### config.mk
export PLATFORM = sky130hd
export DESIGN_NAME = aux_manchester_tx_framer_unit
export DESIGN_NICKNAME = d
export VERILOG_FILES = /design/src/amtf_pkg.sv /design/src/amtf_front.sv /design/src/amtf_fifo.sv /design/src/amtf_back.sv /design/src/aux_manchester_tx_framer_unit.sv
export SDC_FILE = /design/constraint.sdc
export NUM_CORES = 1
export LEC_CHECK = 0
export BUFFER_PORTS_ARGS = -buffer_cell sky130_fd_sc_hd__buf_2
export CAP_MARGIN = 30
export CORE_MARGIN = 5
export CORE_UTILIZATION = 46
export DETAILED_ROUTE_END_ITERATION = 12
export GPL_TIMING_DRIVEN = 0
export PLACE_DENSITY_LB_ADDON = 0.25
export SYNTH_ARGS = -nofsm -noshare
export SYNTH_HDL_FRONTEND = slang
export SYNTH_SLANG_ARGS = --single-unit
### constraint.sdc
create_clock -name clk -period 3.49 [get_ports clk]
set_clock_uncertainty 0.05 [all_clocks]
set_input_delay 0.1745 -clock clk [delete_from_list [all_inputs] [get_ports clk]]
set_output_delay 0.1745 -clock clk [all_outputs]
set_load 0.005 [all_outputs]
### src/amtf_pkg.sv
`timescale 1ns / 1ps
// ----------------------------------------------------------------------------
// amtf_pkg
// shared types and line-pattern constants of the aux manchester tx framer
// ----------------------------------------------------------------------------
package amtf_pkg;

	typedef struct packed {
		logic [7:0] data_byte;
		logic       last_byte;
	} byte_item_t;

	typedef struct packed {
		logic [31:0] code_word;
		logic        frame_end;
	} word_item_t;

	typedef enum logic [1:0] {
		OP_NONE,
		OP_DATA,
		OP_FULL_END,
		OP_ODD_END
	} op_t;

	typedef struct packed {
		logic        hdr;
		op_t         op;
		logic [31:0] word;
	} cmd_t;

	localparam logic [31:0] HDR_WORD_A = 32'hAAAAAAAA;
	localparam logic [31:0] HDR_WORD_B = 32'h0FAAAAAA;
	localparam logic [31:0] PAD_WORD   = 32'hFFFFFFFF;
	localparam logic [31:0] STOP_FULL  = 32'hFFFFFF0F;
	localparam logic [15:0] STOP_HIGH  = 16'hFF0F;
	localparam logic [1:0]  SYM_ONE    = 2'h1;
	localparam logic [1:0]  SYM_ZERO   = 2'h2;

endpackage

### src/amtf_front.sv
`timescale 1ns / 1ps
// ----------------------------------------------------------------------------
// amtf_front
// accepts frame bytes, encodes them and issues one command per needed burst
// ----------------------------------------------------------------------------
module amtf_front import amtf_pkg::*; (
	input  logic       clk,
	input  logic       arst_n,
	input  logic       byte_valid,
	output logic       byte_stall,
	input  byte_item_t byte_data,
	input  logic       cmd_full,
	output logic       cmd_push,
	output cmd_t       cmd_data
);

	logic [15:0] pending_code_q;
	logic        have_pending_q;
	logic        in_frame_q;
	logic        accept;
	logic [15:0] code;
	op_t         op;

	function automatic logic [15:0] encode_byte(input logic [7:0] b);
		logic [15:0] c;
		c = '0;
		for (int k = 0; k < 8; k++) begin
			c[2*k +: 2] = b[7-k] ? SYM_ONE : SYM_ZERO;
		end
		return c;
	endfunction

	assign byte_stall = cmd_full;
	assign accept     = byte_valid && !byte_stall;
	assign code       = encode_byte(byte_data.data_byte);

	always_comb begin
		if (!have_pending_q) begin
			op = byte_data.last_byte ? OP_ODD_END : OP_NONE;
		end else begin
			op = byte_data.last_byte ? OP_FULL_END : OP_DATA;
		end
	end

	assign cmd_data.hdr  = !in_frame_q;
	assign cmd_data.op   = op;
	assign cmd_data.word = have_pending_q ? {code, pending_code_q} : {STOP_HIGH, code};
	assign cmd_push      = accept && (!in_frame_q || op != OP_NONE);

	always_ff @(posedge clk or negedge arst_n) begin
		if (!arst_n) begin
			pending_code_q <= '0;
			have_pending_q <= 1'b0;
			in_frame_q     <= 1'b0;
		end else if (accept) begin
			if (byte_data.last_byte) begin
				pending_code_q <= '0;
				have_pending_q <= 1'b0;
				in_frame_q     <= 1'b0;
			end else if (!have_pending_q) begin
				pending_code_q <= code;
				have_pending_q <= 1'b1;
				in_frame_q     <= 1'b1;
			end else begin
				pending_code_q <= '0;
				have_pending_q <= 1'b0;
				in_frame_q     <= 1'b1;
			end
		end
	end

endmodule

### src/amtf_fifo.sv
`timescale 1ns / 1ps
// ----------------------------------------------------------------------------
// amtf_fifo
// small register queue that decouples the front and back parts
// ----------------------------------------------------------------------------
module amtf_fifo #(
	parameter int WIDTH = 35,
	parameter int DEPTH = 4
) (
	input  logic             clk,
	input  logic             arst_n,
	input  logic             push,
	input  logic [WIDTH-1:0] push_data,
	input  logic             pop,
	output logic [WIDTH-1:0] pop_data,
	output logic             full,
	output logic             empty
);

	localparam int PTR_W = (DEPTH > 1) ? $clog2(DEPTH) : 1;
	localparam int CNT_W = $clog2(DEPTH + 1);
	localparam logic [PTR_W-1:0] PTR_LAST = PTR_W'(DEPTH - 1);
	localparam logic [CNT_W-1:0] CNT_FULL = CNT_W'(DEPTH);

	logic [WIDTH-1:0] mem_q [DEPTH];
	logic [PTR_W-1:0] wr_ptr_q;
	logic [PTR_W-1:0] rd_ptr_q;
	logic [CNT_W-1:0] count_q;

	assign full     = (count_q == CNT_FULL);
	assign empty    = (count_q == '0);
	assign pop_data = mem_q[rd_ptr_q];

	always_ff @(posedge clk) begin
		if (push) begin
			mem_q[wr_ptr_q] <= push_data;
		end
	end

	always_ff @(posedge clk or negedge arst_n) begin
		if (!arst_n) begin
			wr_ptr_q <= '0;
			rd_ptr_q <= '0;
			count_q  <= '0;
		end else begin
			if (push) begin
				wr_ptr_q <= (wr_ptr_q == PTR_LAST) ? '0 : wr_ptr_q + 1'b1;
			end
			if (pop) begin
				rd_ptr_q <= (rd_ptr_q == PTR_LAST) ? '0 : rd_ptr_q + 1'b1;
			end
			if (push && !pop) begin
				count_q <= count_q + 1'b1;
			end else if (pop && !push) begin
				count_q <= count_q - 1'b1;
			end
		end
	end

	a_no_push_full: assert property (@(posedge clk) disable iff (!arst_n) !(push && full))
		else $error("push into full queue");
	a_no_pop_empty: assert property (@(posedge clk) disable iff (!arst_n) !(pop && empty))
		else $error("pop from empty queue");

endmodule

### src/amtf_back.sv
`timescale 1ns / 1ps
// ----------------------------------------------------------------------------
// amtf_back
// expands queued commands into header, data, stop and pad words
// ----------------------------------------------------------------------------
module amtf_back import amtf_pkg::*; (
	input  logic       clk,
	input  logic       arst_n,
	input  cmd_t       cmd_data,
	input  logic       cmd_empty,
	output logic       cmd_pop,
	output logic       word_valid,
	input  logic       word_stall,
	output word_item_t word_data
);

	logic [2:0]  t_q;
	logic        busy_q;
	logic        word_valid_q;
	word_item_t  word_q;
	logic [2:0]  t_cur;
	logic [2:0]  t_last;
	logic        load;
	word_item_t  next_word;

	assign t_cur = busy_q ? t_q : (cmd_data.hdr ? 3'd0 : 3'd2);

	always_comb begin
		case (cmd_data.op)
			OP_NONE: t_last = 3'd1;
			OP_DATA: t_last = 3'd2;
			default: t_last = 3'd4;
		endcase
	end

	always_comb begin
		next_word.frame_end = 1'b0;
		case (t_cur)
			3'd0:    next_word.code_word = HDR_WORD_A;
			3'd1:    next_word.code_word = HDR_WORD_B;
			3'd2:    next_word.code_word = cmd_data.word;
			3'd3:    next_word.code_word = (cmd_data.op == OP_FULL_END) ? STOP_FULL : PAD_WORD;
			default: begin
				next_word.code_word = PAD_WORD;
				next_word.frame_end = 1'b1;
			end
		endcase
	end

	assign load       = (!word_valid_q || !word_stall) && !cmd_empty;
	assign cmd_pop    = load && (t_cur == t_last);
	assign word_valid = word_valid_q;
	assign word_data  = word_q;

	always_ff @(posedge clk) begin
		if (load) begin
			word_q <= next_word;
		end
	end

	always_ff @(posedge clk or negedge arst_n) begin
		if (!arst_n) begin
			t_q          <= '0;
			busy_q       <= 1'b0;
			word_valid_q <= 1'b0;
		end else begin
			if (!word_valid_q || !word_stall) begin
				word_valid_q <= !cmd_empty;
			end
			if (load) begin
				if (t_cur == t_last) begin
					busy_q <= 1'b0;
				end else begin
					busy_q <= 1'b1;
					t_q    <= t_cur + 3'd1;
				end
			end
		end
	end

	a_end_is_pad: assert property (@(posedge clk) disable iff (!arst_n)
		word_valid && word_data.frame_end |-> word_data.code_word == PAD_WORD)
		else $error("frame end on a non pad word");
	a_end_pops: assert property (@(posedge clk) disable iff (!arst_n)
		load && next_word.frame_end |-> cmd_pop)
		else $error("frame end word without retiring its command");

endmodule

### src/aux_manchester_tx_framer_unit.sv
`timescale 1ns / 1ps
// ----------------------------------------------------------------------------
// aux_manchester_tx_framer_unit
// manchester-ii transmit framer: bytes in, 32-bit line-pattern words out
//
// channel   signals                            payload
// byte      byte_valid / byte_stall / byte_data  byte_item_t (data_byte, last_byte)
// word      word_valid / word_stall / word_data  word_item_t (code_word, frame_end)
//
// mid-frame a byte is taken every cycle while the command queue has room
// the back part emits one word per cycle unless stalled or out of commands:
// 1 to 5 words per command, frame starts and frame ends giving the longer counts
// output words sit in a register, so a stalled word does not stop intake
// until the queue of QUEUE_DEPTH commands fills
// reset clears the framing state, the queue and the output valid at once
// ----------------------------------------------------------------------------
module aux_manchester_tx_framer_unit import amtf_pkg::*; #(
	parameter int QUEUE_DEPTH = 4
) (
	input  logic       clk,
	input  logic       arst_n,
	input  logic       byte_valid,
	output logic       byte_stall,
	input  byte_item_t byte_data,
	output logic       word_valid,
	input  logic       word_stall,
	output word_item_t word_data
);

	logic cmd_push;
	logic cmd_pop;
	logic cmd_full;
	logic cmd_empty;
	cmd_t cmd_in;
	cmd_t cmd_out;

	amtf_front u_front (
		.clk        (clk),
		.arst_n     (arst_n),
		.byte_valid (byte_valid),
		.byte_stall (byte_stall),
		.byte_data  (byte_data),
		.cmd_full   (cmd_full),
		.cmd_push   (cmd_push),
		.cmd_data   (cmd_in)
	);

	amtf_fifo #(
		.WIDTH ($bits(cmd_t)),
		.DEPTH (QUEUE_DEPTH)
	) u_fifo (
		.clk       (clk),
		.arst_n    (arst_n),
		.push      (cmd_push),
		.push_data (cmd_in),
		.pop       (cmd_pop),
		.pop_data  (cmd_out),
		.full      (cmd_full),
		.empty     (cmd_empty)
	);

	amtf_back u_back (
		.clk        (clk),
		.arst_n     (arst_n),
		.cmd_data   (cmd_out),
		.cmd_empty  (cmd_empty),
		.cmd_pop    (cmd_pop),
		.word_valid (word_valid),
		.word_stall (word_stall),
		.word_data  (word_data)
	);

endmodule
==> flow_summary.toml, run 1 <==
[status]
status = "finished, final reports clean"

[sta]
fmax_mhz = 314
hold_viol_final = 0
min_period_ns = 3.19
slew_viol_final = 0
worst_slew_pin_slew_ns = 0.791
timing.hold.ws_ns = 0.137
relSlewSlack = 0.473
setup-violations-final = 0
rsz0062_at_grt = "no"
tns_ns = 0
finalCritPeriodShare = 0.913

[grt]
gr-max-usage-layer = "met2"
use_met1 = 0.218
antenna_found_initial = 0
grt_pass1_vias = 4592
track_usage = 0.162
grt_max_degree = 31
grt_pass1_wl_um = 25200
grt.met2_usage = 0.277
grt_remaining_overflow = 0
met3_usage = 0.0278

[power]
leakage_uw = 0.00344
cellPowerDensity_nw_per_um2 = 938
ir_drop_v = 0.000494

[synth]
yosysMostFrequentCell = "edfxtp_1"
ys_types = 38
synth_area_leader_cell = "edfxtp_1"
synth_mux_area_frac = 0.121
syn-cell-area_sq_um = 8140
syn-num-nets = 505
synth_area_leaders = "edfxtp_1, dfrtp_1, mux4_2"
synth-compound-area-share = 0.0356
synthXorXnorAreaFrac = 0.00323
synth-simple-area-share = 0.0699
synthCells = 478
synth.ff_latch_count = 203
synthAdderAreaFrac = 0.0224
yosysSeqAreaShare = 0.730
synth_top_family_by_area = "multiplexers"
synth-main-ff-cell = "edfxtp_1"
postSynthAreaPerCell_sq_um = 17.0
synth_warnings = 0
synthTopCellsByCount = "edfxtp_1, nand2_1, mux4_2, dfrtp_1, o21ai_0"
async_flop_share = 0.148
synth_top_area_frac = 0.638
synth_edf_count = 173

[floorplanning]
start_util = 0.469
fp.dieH_um = 143
coreArea_sq_um = 17400
rows = 48
die-area_sq_um = 20500
ios = 48
die_w_um = 143

[setup_path]
max_stage_delay_ns = 0.47
crit_type = "flip-flop to flip-flop"
critPathLaunchType = "flip-flop"
cpMostUsedCell = "ha_1"
critPathRequiredTime_ns = 3.66
critical-path-top-delay-family = "simple AND/OR/NAND/NOR gates"
crit_chain = "buf_6, nor2b_1, a221oi_2, inv_1, ha_1, ha_1, nand2b_1, nor3_1, clkbuf_1, nand2_1"
worstSetupEndpointType = "flip-flop"
critPathSlowestCell = "dfrtp_1"
critPathMaxFanout = 10
worstPathArrival_ns = 3.36
critPathBufInv = 3

[cts]
htree_levels = 1
cts_tree = "built"
clk_latency_ns = 0.50
cts_buffer_depth = 3
cts_buffers = 21
clockRootBuffer = "clkbuf_16"
numClockSinks = 203
clkTransAtPathRegs_ns = 0.06
cts_resized = 0

[place]
place_hpwl_um = 10400
io_buffers = 47
routabilityCongestion = 0.792

[cells_and_area]
area.growth.synth_to_final_pct = 17.7
n_antenna_cell = 0
drive_gt1_frac = 0.256
nets = 592
fill_cells = 1400

[detailed_routing]
wl_per_cell_um = 19.9
num_vias = 4357
firstDrtPassIters = 5
final_antenna_net_count = 0
viasPerCell = 5.42
drt_iter0_drc = 215
drc_errors = 0
drt_wl_total_um = 16000

[run]
drv_cap = 0

[hold_path]
hold_path_class = "input pin to flip-flop"
## metal layers
metal / vias to the layer above / share of wire
met5: - / 0
met4: 0 / 0.015
met3: 23 / 0.066
met2: 127 / 0.49
met1: 2225 / 0.43
li1: 1982 / -
## layout by cell type (no fill, tap or decap), drive strengths merged, types with 3 or more instances in the layout
master / n
dlygate4sd3: 11
nand2b: 8
nand2: 78
a22o: 8
inv: 13
clkinv: 5
bufinv: 3
nor2b: 3
edfxtp: 173
a21oi: 4
and2: 6
buf: 61
o21ai: 22
ha: 13
dfrtp: 30
nor3: 4
mux4: 32
nand3: 19
mux2i: 5
nor2: 11
mux2: 17
clkbuf: 41
## final cells by class
cell class,instances,area [sq um],area share
Timing Repair Buffer,64,450,0.0470
Clock inverter,9,119,0.0124
Clock buffer,28,582,0.0607
Multi-Input combinational cell,242,2060,0.215
Tap cell,225,282,0.0294
Buffer,21,98.8,0.0103
Inverter,12,45.0,0.00470
Sequential cell,203,5950,0.621
## flip-flops by register name (all words and copies together), names as in the netlist
name,cells
u_back.busy_q,1
u_back.t_q,3
u_back.word_data,33
u_back.word_valid,1
u_fifo.count_q,3
u_fifo.mem_q,140
u_fifo.rd_ptr_q,2
u_fifo.wr_ptr_q,2
u_front.have_pending_q,1
u_front.in_frame_q,1
u_front.pending_code_q,16
## worst paths after layout
kind | from | endpoint | slack [ns] | cells past startpoint
max in group asynchronous | arst_n | u_back.t_q[0] | 2.63 | 2
min | byte_valid | u_front.pending_code_q[12] | 0.14 | 4
min reg2reg | u_front.pending_code_q[15] | u_front.pending_code_q[15] | 0.43 | 2
max reg2reg | u_fifo.rd_ptr_q[1] | u_back.word_data[4] | 0.30 | 10
min in group asynchronous | arst_n | u_front.pending_code_q[0] | 0.24 | 2
max | u_fifo.rd_ptr_q[1] | u_back.word_data[4] | 0.30 | 10
## metrics by stage
stage,worst slack (ns),total power [uW],std cells,area [sq um],utilization
3_3_place_gp,0.223,6660,750,8660,0.499
4_1_cts,0.342,9100,803,9580,0.552
6_report,0.303,8980,804,9580,0.552
2_1_floorplan,0.878,5780,478,8140,-
5_1_grt,0.116,9510,804,9580,0.552
3_5_place_dp,0.346,6820,755,8760,0.505
## where the power goes
group / internal (uW) / switching, uW
combinational: 1190 / 1710
sequential: 3610 / 222
clock: 1390 / 866
## repair_timing
| action | 4_1_cts | 5_1_grt |
|---|---|---|
| setup endpoints to repair | 0 | 0 |
| setup buffers | 0 | 0 |
| hold endpoints to repair | 52 | 0 |
| hold buffers | 11 | 0 |
## kinds of logic (layout without fill, tap and decap cells)
kind of cell,after synthesis,count (layout)
multiplexers,54,54
adder cells (fa/ha/maj),14,14
XOR/XNOR,3,3
AO/OA/AOI/OAI,41,41
flip-flops,203,203
buffers and inverters,33,134
AND/OR/NAND/NOR,130,130
## worst register-to-register path, delay by kind of cell (launching register included)
| family | cells | cell delay, ns |
|---|---|---|
| AND/OR/NAND/NOR | 4 | 0.85 |
| flip-flops | 1 | 0.47 |
| buffers and inverters | 3 | 0.73 |
| AO/OA/AOI/OAI | 1 | 0.41 |
| adder cells (fa/ha/maj) | 2 | 0.43 |
Power figures use the tool's default switching activity.
==> run 2: changes to the inputs <==
--- a/config.mk
+++ b/config.mk
@@ -8,7 +8,7 @@
 export BUFFER_PORTS_ARGS = -buffer_cell sky130_fd_sc_hd__buf_2
 export CAP_MARGIN = 30
 export CORE_MARGIN = 5
-export CORE_UTILIZATION = 46
+export CORE_UTILIZATION = 50
 export DETAILED_ROUTE_END_ITERATION = 12
 export GPL_TIMING_DRIVEN = 0
 export PLACE_DENSITY_LB_ADDON = 0.25
==> flow_summary.toml, run 2 (synthesis gave the netlist of run 1 again) <==
[grt]
track_usage = 0.181
antenna_found_initial = 0
grt_pass1_wl_um = 25900
met3_usage = 0.0270
grt.met2_usage = 0.302
grt_remaining_overflow = 0
gr-max-usage-layer = "met2"
use_met1 = 0.253
grt_max_degree = 31
grt_pass1_vias = 4624

[detailed_routing]
final_antenna_net_count = 0
num_vias = 4349
drt_wl_total_um = 16300
firstDrtPassIters = 5
wl_per_cell_um = 20.4
viasPerCell = 5.45
drc_errors = 0
drt_iter0_drc = 405

[sta]
worst_slew_pin_slew_ns = 0.764
timing.hold.ws_ns = 0.176
finalCritPeriodShare = 0.911
min_period_ns = 3.18
tns_ns = 0
setup-violations-final = 0
fmax_mhz = 314
rsz0062_at_grt = "no"
relSlewSlack = 0.491
hold_viol_final = 0
slew_viol_final = 0

[floorplanning]
fp.dieH_um = 138
rows = 46
start_util = 0.511
coreArea_sq_um = 15900
ios = 48
die_w_um = 138
die-area_sq_um = 18900

[cts]
clk_latency_ns = 0.49
cts_buffer_depth = 3
clockRootBuffer = "clkbuf_16"
clkTransAtPathRegs_ns = 0.06
htree_levels = 1
numClockSinks = 203
cts_buffers = 22
cts_resized = 0
cts_tree = "built"
post_cts_buffers = 0

[cells_and_area]
regArea_sq_um = 5950
drive_gt1_frac = 0.259
nets = 593
largest_reg_flops = 140
top_register = "u_fifo.mem_q"
layout_commonest_cell = "edfxtp_1"
n_antenna_cell = 0
fill_cells = 1210
multiInputGateArea_sq_um = 2060
final_cells = 798
final_area_sq_um = 9580
area.growth.synth_to_final_pct = 17.6
final_cell_mix = "edfxtp_1, nand2_1, buf_2, mux4_2, dfrtp_1"

[place]
io_buffers = 47
routabilityCongestion = 0.739
dp_cells = 747
place_hpwl_um = 10600
placed_cell_area_sq_um = 8760

[setup_path]
critPathMaxFanout = 10
critPathRequiredTime_ns = 3.66
critPathLaunchType = "flip-flop"
critPathSlowestCell = "dfrtp_1"
critPathBufInv = 3
worstPathArrival_ns = 3.35
cpMostUsedCell = "ha_1"
crit_type = "flip-flop to flip-flop"
critical-path-top-delay-family = "simple AND/OR/NAND/NOR gates"
worstSetupEndpointType = "flip-flop"
crit_chain = "buf_6, nor2b_1, a221oi_2, inv_1, ha_1, ha_1, nand2b_1, nor3_1, clkbuf_1, nand2_1"
max_stage_delay_ns = 0.46

[power]
leakage_uw = 0.00345
cellPowerDensity_nw_per_um2 = 937
ir_drop_v = 0.000454

[status]
status = "finished, final reports clean"

[run]
drv_cap = 0

[hold_path]
hold_path_class = "input pin to flip-flop"
==> run 2: cell types whose count changed in the layout (fill, tap and decap cells not counted), sizes merged <==
cell | before | now
bufinv | 3 | 1
clkbuf | 41 | 43
clkinv | 5 | 8
==> run 2: power breakdown <==
group          total, uW  internal [uW]  switching (uW)
logic               2900           1190            1720
clock network       2230           1340             890
registers           3840           3610             230
==> run 2: final cells by class <==
type	instances	share of cell area
multi-input combinational	242	0.215
inverter	12	0.00470
tap	216	0.0282
clock inverter	10	0.00797
buffer	21	0.0103
clock buffer	30	0.0660
sequential	203	0.621
timing repair buffer	64	0.0470
==> run 2: tightest hold or removal path, cell delays in order <==
cell and delay [ns]:
buf_2 0.11, nand2_1 0.10, a21oi_1 0.13, nand2_1 0.08
o21ai_0 0.07
==> run 2: worst paths after layout <==
kind                                            from  depth (start not counted)  slack (ns)                   endpoint
min in group asynchronous                     arst_n                          2        0.23     u_front.have_pending_q
setup / recovery                  u_fifo.rd_ptr_q[1]                         10        0.31        u_back.word_data[2]
max in group asynchronous                     arst_n                          2        2.68  u_front.pending_code_q[3]
setup reg to reg                  u_fifo.rd_ptr_q[1]                         10        0.31        u_back.word_data[2]
hold / removal                            byte_valid                          5        0.18         u_fifo.wr_ptr_q[0]
hold reg to reg            u_front.pending_code_q[3]                          2        0.44  u_front.pending_code_q[3]
==> run 2: timing repair <==
item | 4_1_cts | 5_1_grt
endpoints found under the setup margin | 0 | 0
hold endpoints to repair | 52 | 0
hold buffers | 11 | 0
==> run 2: per-stage QoR <==
stage               worst slack, ns  total power, uW  utilization
finish                        0.310             8980        0.601
CTS                           0.280             9070        0.601
floorplan                     0.878             5780            -
detailed placement            0.282             6820        0.549
global route                0.00171             9490        0.601
global placement              0.261             6650        0.542
==> run 2: per-layer routing <==
| metal | wire, um | up-vias | part of all wire |
|---|---|---|---|
| li1 | - | 1986 | - |
| met1 | 7030 | 2214 | 0.43 |
| met2 | 8080 | 121 | 0.50 |
| met3 | 831 | 28 | 0.051 |
| met4 | 332 | 0 | 0.020 |
| met5 | 0 | - | 0 |
==> run 3: changes to the inputs <==
--- a/config.mk
+++ b/config.mk
@@ -5,12 +5,12 @@
 export SDC_FILE = /design/constraint.sdc
 export NUM_CORES = 1
 export LEC_CHECK = 0
+export ABC_AREA = 1
 export BUFFER_PORTS_ARGS = -buffer_cell sky130_fd_sc_hd__buf_2
-export CAP_MARGIN = 30
+export CAP_MARGIN = 20
 export CORE_MARGIN = 5
 export CORE_UTILIZATION = 50
 export DETAILED_ROUTE_END_ITERATION = 12
-export GPL_TIMING_DRIVEN = 0
 export PLACE_DENSITY_LB_ADDON = 0.25
 export SYNTH_ARGS = -nofsm -noshare
 export SYNTH_HDL_FRONTEND = slang
==> flow_summary.toml, run 3 <==
[cells_and_area]
final_cell_mix = "edfxtp_1, nand2_1, inv_1, o21ai_0, buf_2"
multiInputGateArea_sq_um = 1990
nets = 789
n_antenna_cell = 0
layout_commonest_cell = "edfxtp_1"
area.growth.synth_to_final_pct = 16.4
top_register = "u_fifo.mem_q"
largest_reg_flops = 140
regArea_sq_um = 5950
fill_cells = 1332
fin_util = 0.590
drive_gt1_frac = 0.168

[cts]
clkTransAtPathRegs_ns = 0.06
cts_buffers = 22
cts_resized = 0
clockRootBuffer = "clkbuf_16"
cts_tree = "built"
htree_levels = 1
cts_buffer_depth = 3
numClockSinks = 203
clk_latency_ns = 0.49

[sta]
hold_viol_final = 0
finalCritPeriodShare = 0.816
fmax_mhz = 351
timing.hold.ws_ns = 0.0611
worst_slew_pin_slew_ns = 0.820
min_period_ns = 2.85
slew_viol_final = 0
rsz0062_at_grt = "no"
relSlewSlack = 0.453
tns_ns = 0
setup-violations-final = 0

[grt]
antenna_found_initial = 0
grt_remaining_overflow = 0
grt_pass1_wl_um = 28300
track_usage = 0.182
grt_pass1_vias = 5428
grt_max_degree = 41

[floorplanning]
fp.dieH_um = 139
coreArea_sq_um = 16500
rows = 47
die-area_sq_um = 19400
start_util = 0.507
die_w_um = 139
ios = 48

[detailed_routing]
num_vias = 5393
final_antenna_net_count = 0
drt_wl_total_um = 17700
drt_iter0_drc = 459
firstDrtPassIters = 5
viasPerCell = 5.41
wl_per_cell_um = 17.8
drc_errors = 0

[place]
place_hpwl_um = 10900
routabilityCongestion = 0.782
io_buffers = 47

[setup_path]
max_stage_delay_ns = 0.69
critPathSlowestCell = "dfrtp_1"
critical-path-top-delay-family = "flip-flops"
crit_type = "flip-flop to flip-flop"
critPathLaunchType = "flip-flop"
critPathBufInv = 2
worstPathArrival_ns = 3.16
critPathMaxFanout = 15
worstSetupEndpointType = "flip-flop"
critPathRequiredTime_ns = 3.80
crit_chain = "buf_4, nand3_2, nand2_2, nand2_2, nand2_1, nand2_4, nand3_2, ha_1, inv_1, fa_1, a21oi_1, o21ai_0, xor2_1"

[synth]
synth_area_leaders = "edfxtp_1, dfrtp_1, nand2_1"
synth_top_area_frac = 0.622
ys_types = 32
synthCells = 697
yosysMostFrequentCell = "edfxtp_1"
syn-num-nets = 724
yosysSeqAreaShare = 0.712
synth-main-ff-cell = "edfxtp_1"
synth_area_leader_cell = "edfxtp_1"
synthTopCellsByCount = "edfxtp_1, nand2_1, inv_1, o21ai_0, nor2_1"
synth_edf_count = 173
synth_warnings = 0
async_flop_share = 0.148
syn-cell-area_sq_um = 8350
synth.ff_latch_count = 203
postSynthAreaPerCell_sq_um = 12.0

[power]
ir_drop_v = 0.000486
power_frac_clock = 0.259
leakage_uw = 0.00385
cellPowerDensity_nw_per_um2 = 957
netSwitchingPower_uw = 3230
power_frac_comb = 0.331
switching_share = 0.347
p_int_uw = 6070
p_seq_frac = 0.410

[hold_path]
hold_path_class = "input pin to flip-flop"

[run]
drv_cap = 0

[status]
status = "finished, final reports clean"
## run 3: cell types whose count changed after synthesis, sizes merged, moves of 16 or more
cell | before | now
nor2 | 11 | 44
inv | 12 | 72
mux2 | 17 | 1
o22ai | 1 | 32
a21oi | 4 | 20
nand2 | 78 | 149
nand3 | 19 | 46
o21ai | 22 | 70
mux4 | 32 | 0
## run 3: power groups by stage
stage          Clock (uW)  Sequential [uW]  Combinational [uW]
2_1_floorplan           0             3840                2050
3_3_place_gp            0             3830                2970
3_5_place_dp            0             3860                3090
4_1_cts              2440             3810                3120
5_1_grt              2550             3860                3460
6_report             2410             3810                3080
## run 3: area by class of cell
class / count / share of cell area
Multi-Input combinational cell: 387 / 0.204
Tap cell: 220 / 0.0283
Sequential cell: 203 / 0.612
Inverter: 72 / 0.0281
Timing Repair Buffer: 76 / 0.0492
Clock buffer: 27 / 0.0618
Clock inverter: 11 / 0.0162
## run 3: path summary, 6_finish.rpt
kind / startpoint / to / slack (ns) / cells past startpoint
max reg2reg: u_fifo.rd_ptr_q[1] / u_fifo.count_q[2] / 0.64 / 13
max: u_fifo.rd_ptr_q[1] / u_fifo.count_q[2] / 0.64 / 13
min: word_stall / u_back.word_valid / 0.06 / 3
max in group asynchronous: arst_n / u_fifo.rd_ptr_q[0] / 2.63 / 2
min in group asynchronous: arst_n / u_back.t_q[2] / 0.23 / 2
min reg2reg: u_back.t_q[2] / u_back.t_q[2] / 0.42 / 2
## run 3: metrics by stage
| step | worst slack, ns | power [uW] | cell area, sq um | cells |
|---|---|---|---|---|
| floorplan | 0.161 | 5890 | 8350 | 697 |
| global placement | 0.734 | 6800 | 8860 | 948 |
| detailed placement | 0.674 | 6950 | 8860 | 948 |
| CTS | 0.662 | 9370 | 9720 | 996 |
| global route | 0.454 | 9870 | 9720 | 996 |
| finish | 0.641 | 9300 | 9720 | 996 |
## run 3: worst register-to-register path, delay by kind of cell (launching register included)
family / cells / cell delay (ns)
simple gates: 6 / 0.60
xor+xnor: 1 / 0.16
fa+ha+maj: 2 / 0.58
flops: 1 / 0.69
compound gates: 2 / 0.28
buf+inv: 2 / 0.38
## run 3: logic make-up after synthesis
kind of cell	synth area share
and+or+nand+nor	0.129
DFF	0.712
AOI/OAI and AO/OA	0.0806
buffers and inverters	0.0526
adders and majority gates	0.0219
xor gates and xnor gates	0.00210
muxes	0.00135
## run 3: what timing repair did
action                                 in CTS  in global routing
buffers inserted                            0                  0
hold buffers                               10                  0
endpoints found under the hold margin      55                  0
## run 3: per-layer routing
layer,wire length [um],up-vias,global-route usage
li1,-,2540,-
met1,7420,2649,0.244
met2,8870,180,0.311
met3,1180,24,0.0345
met4,273,0,0.0448
met5,0,-,0
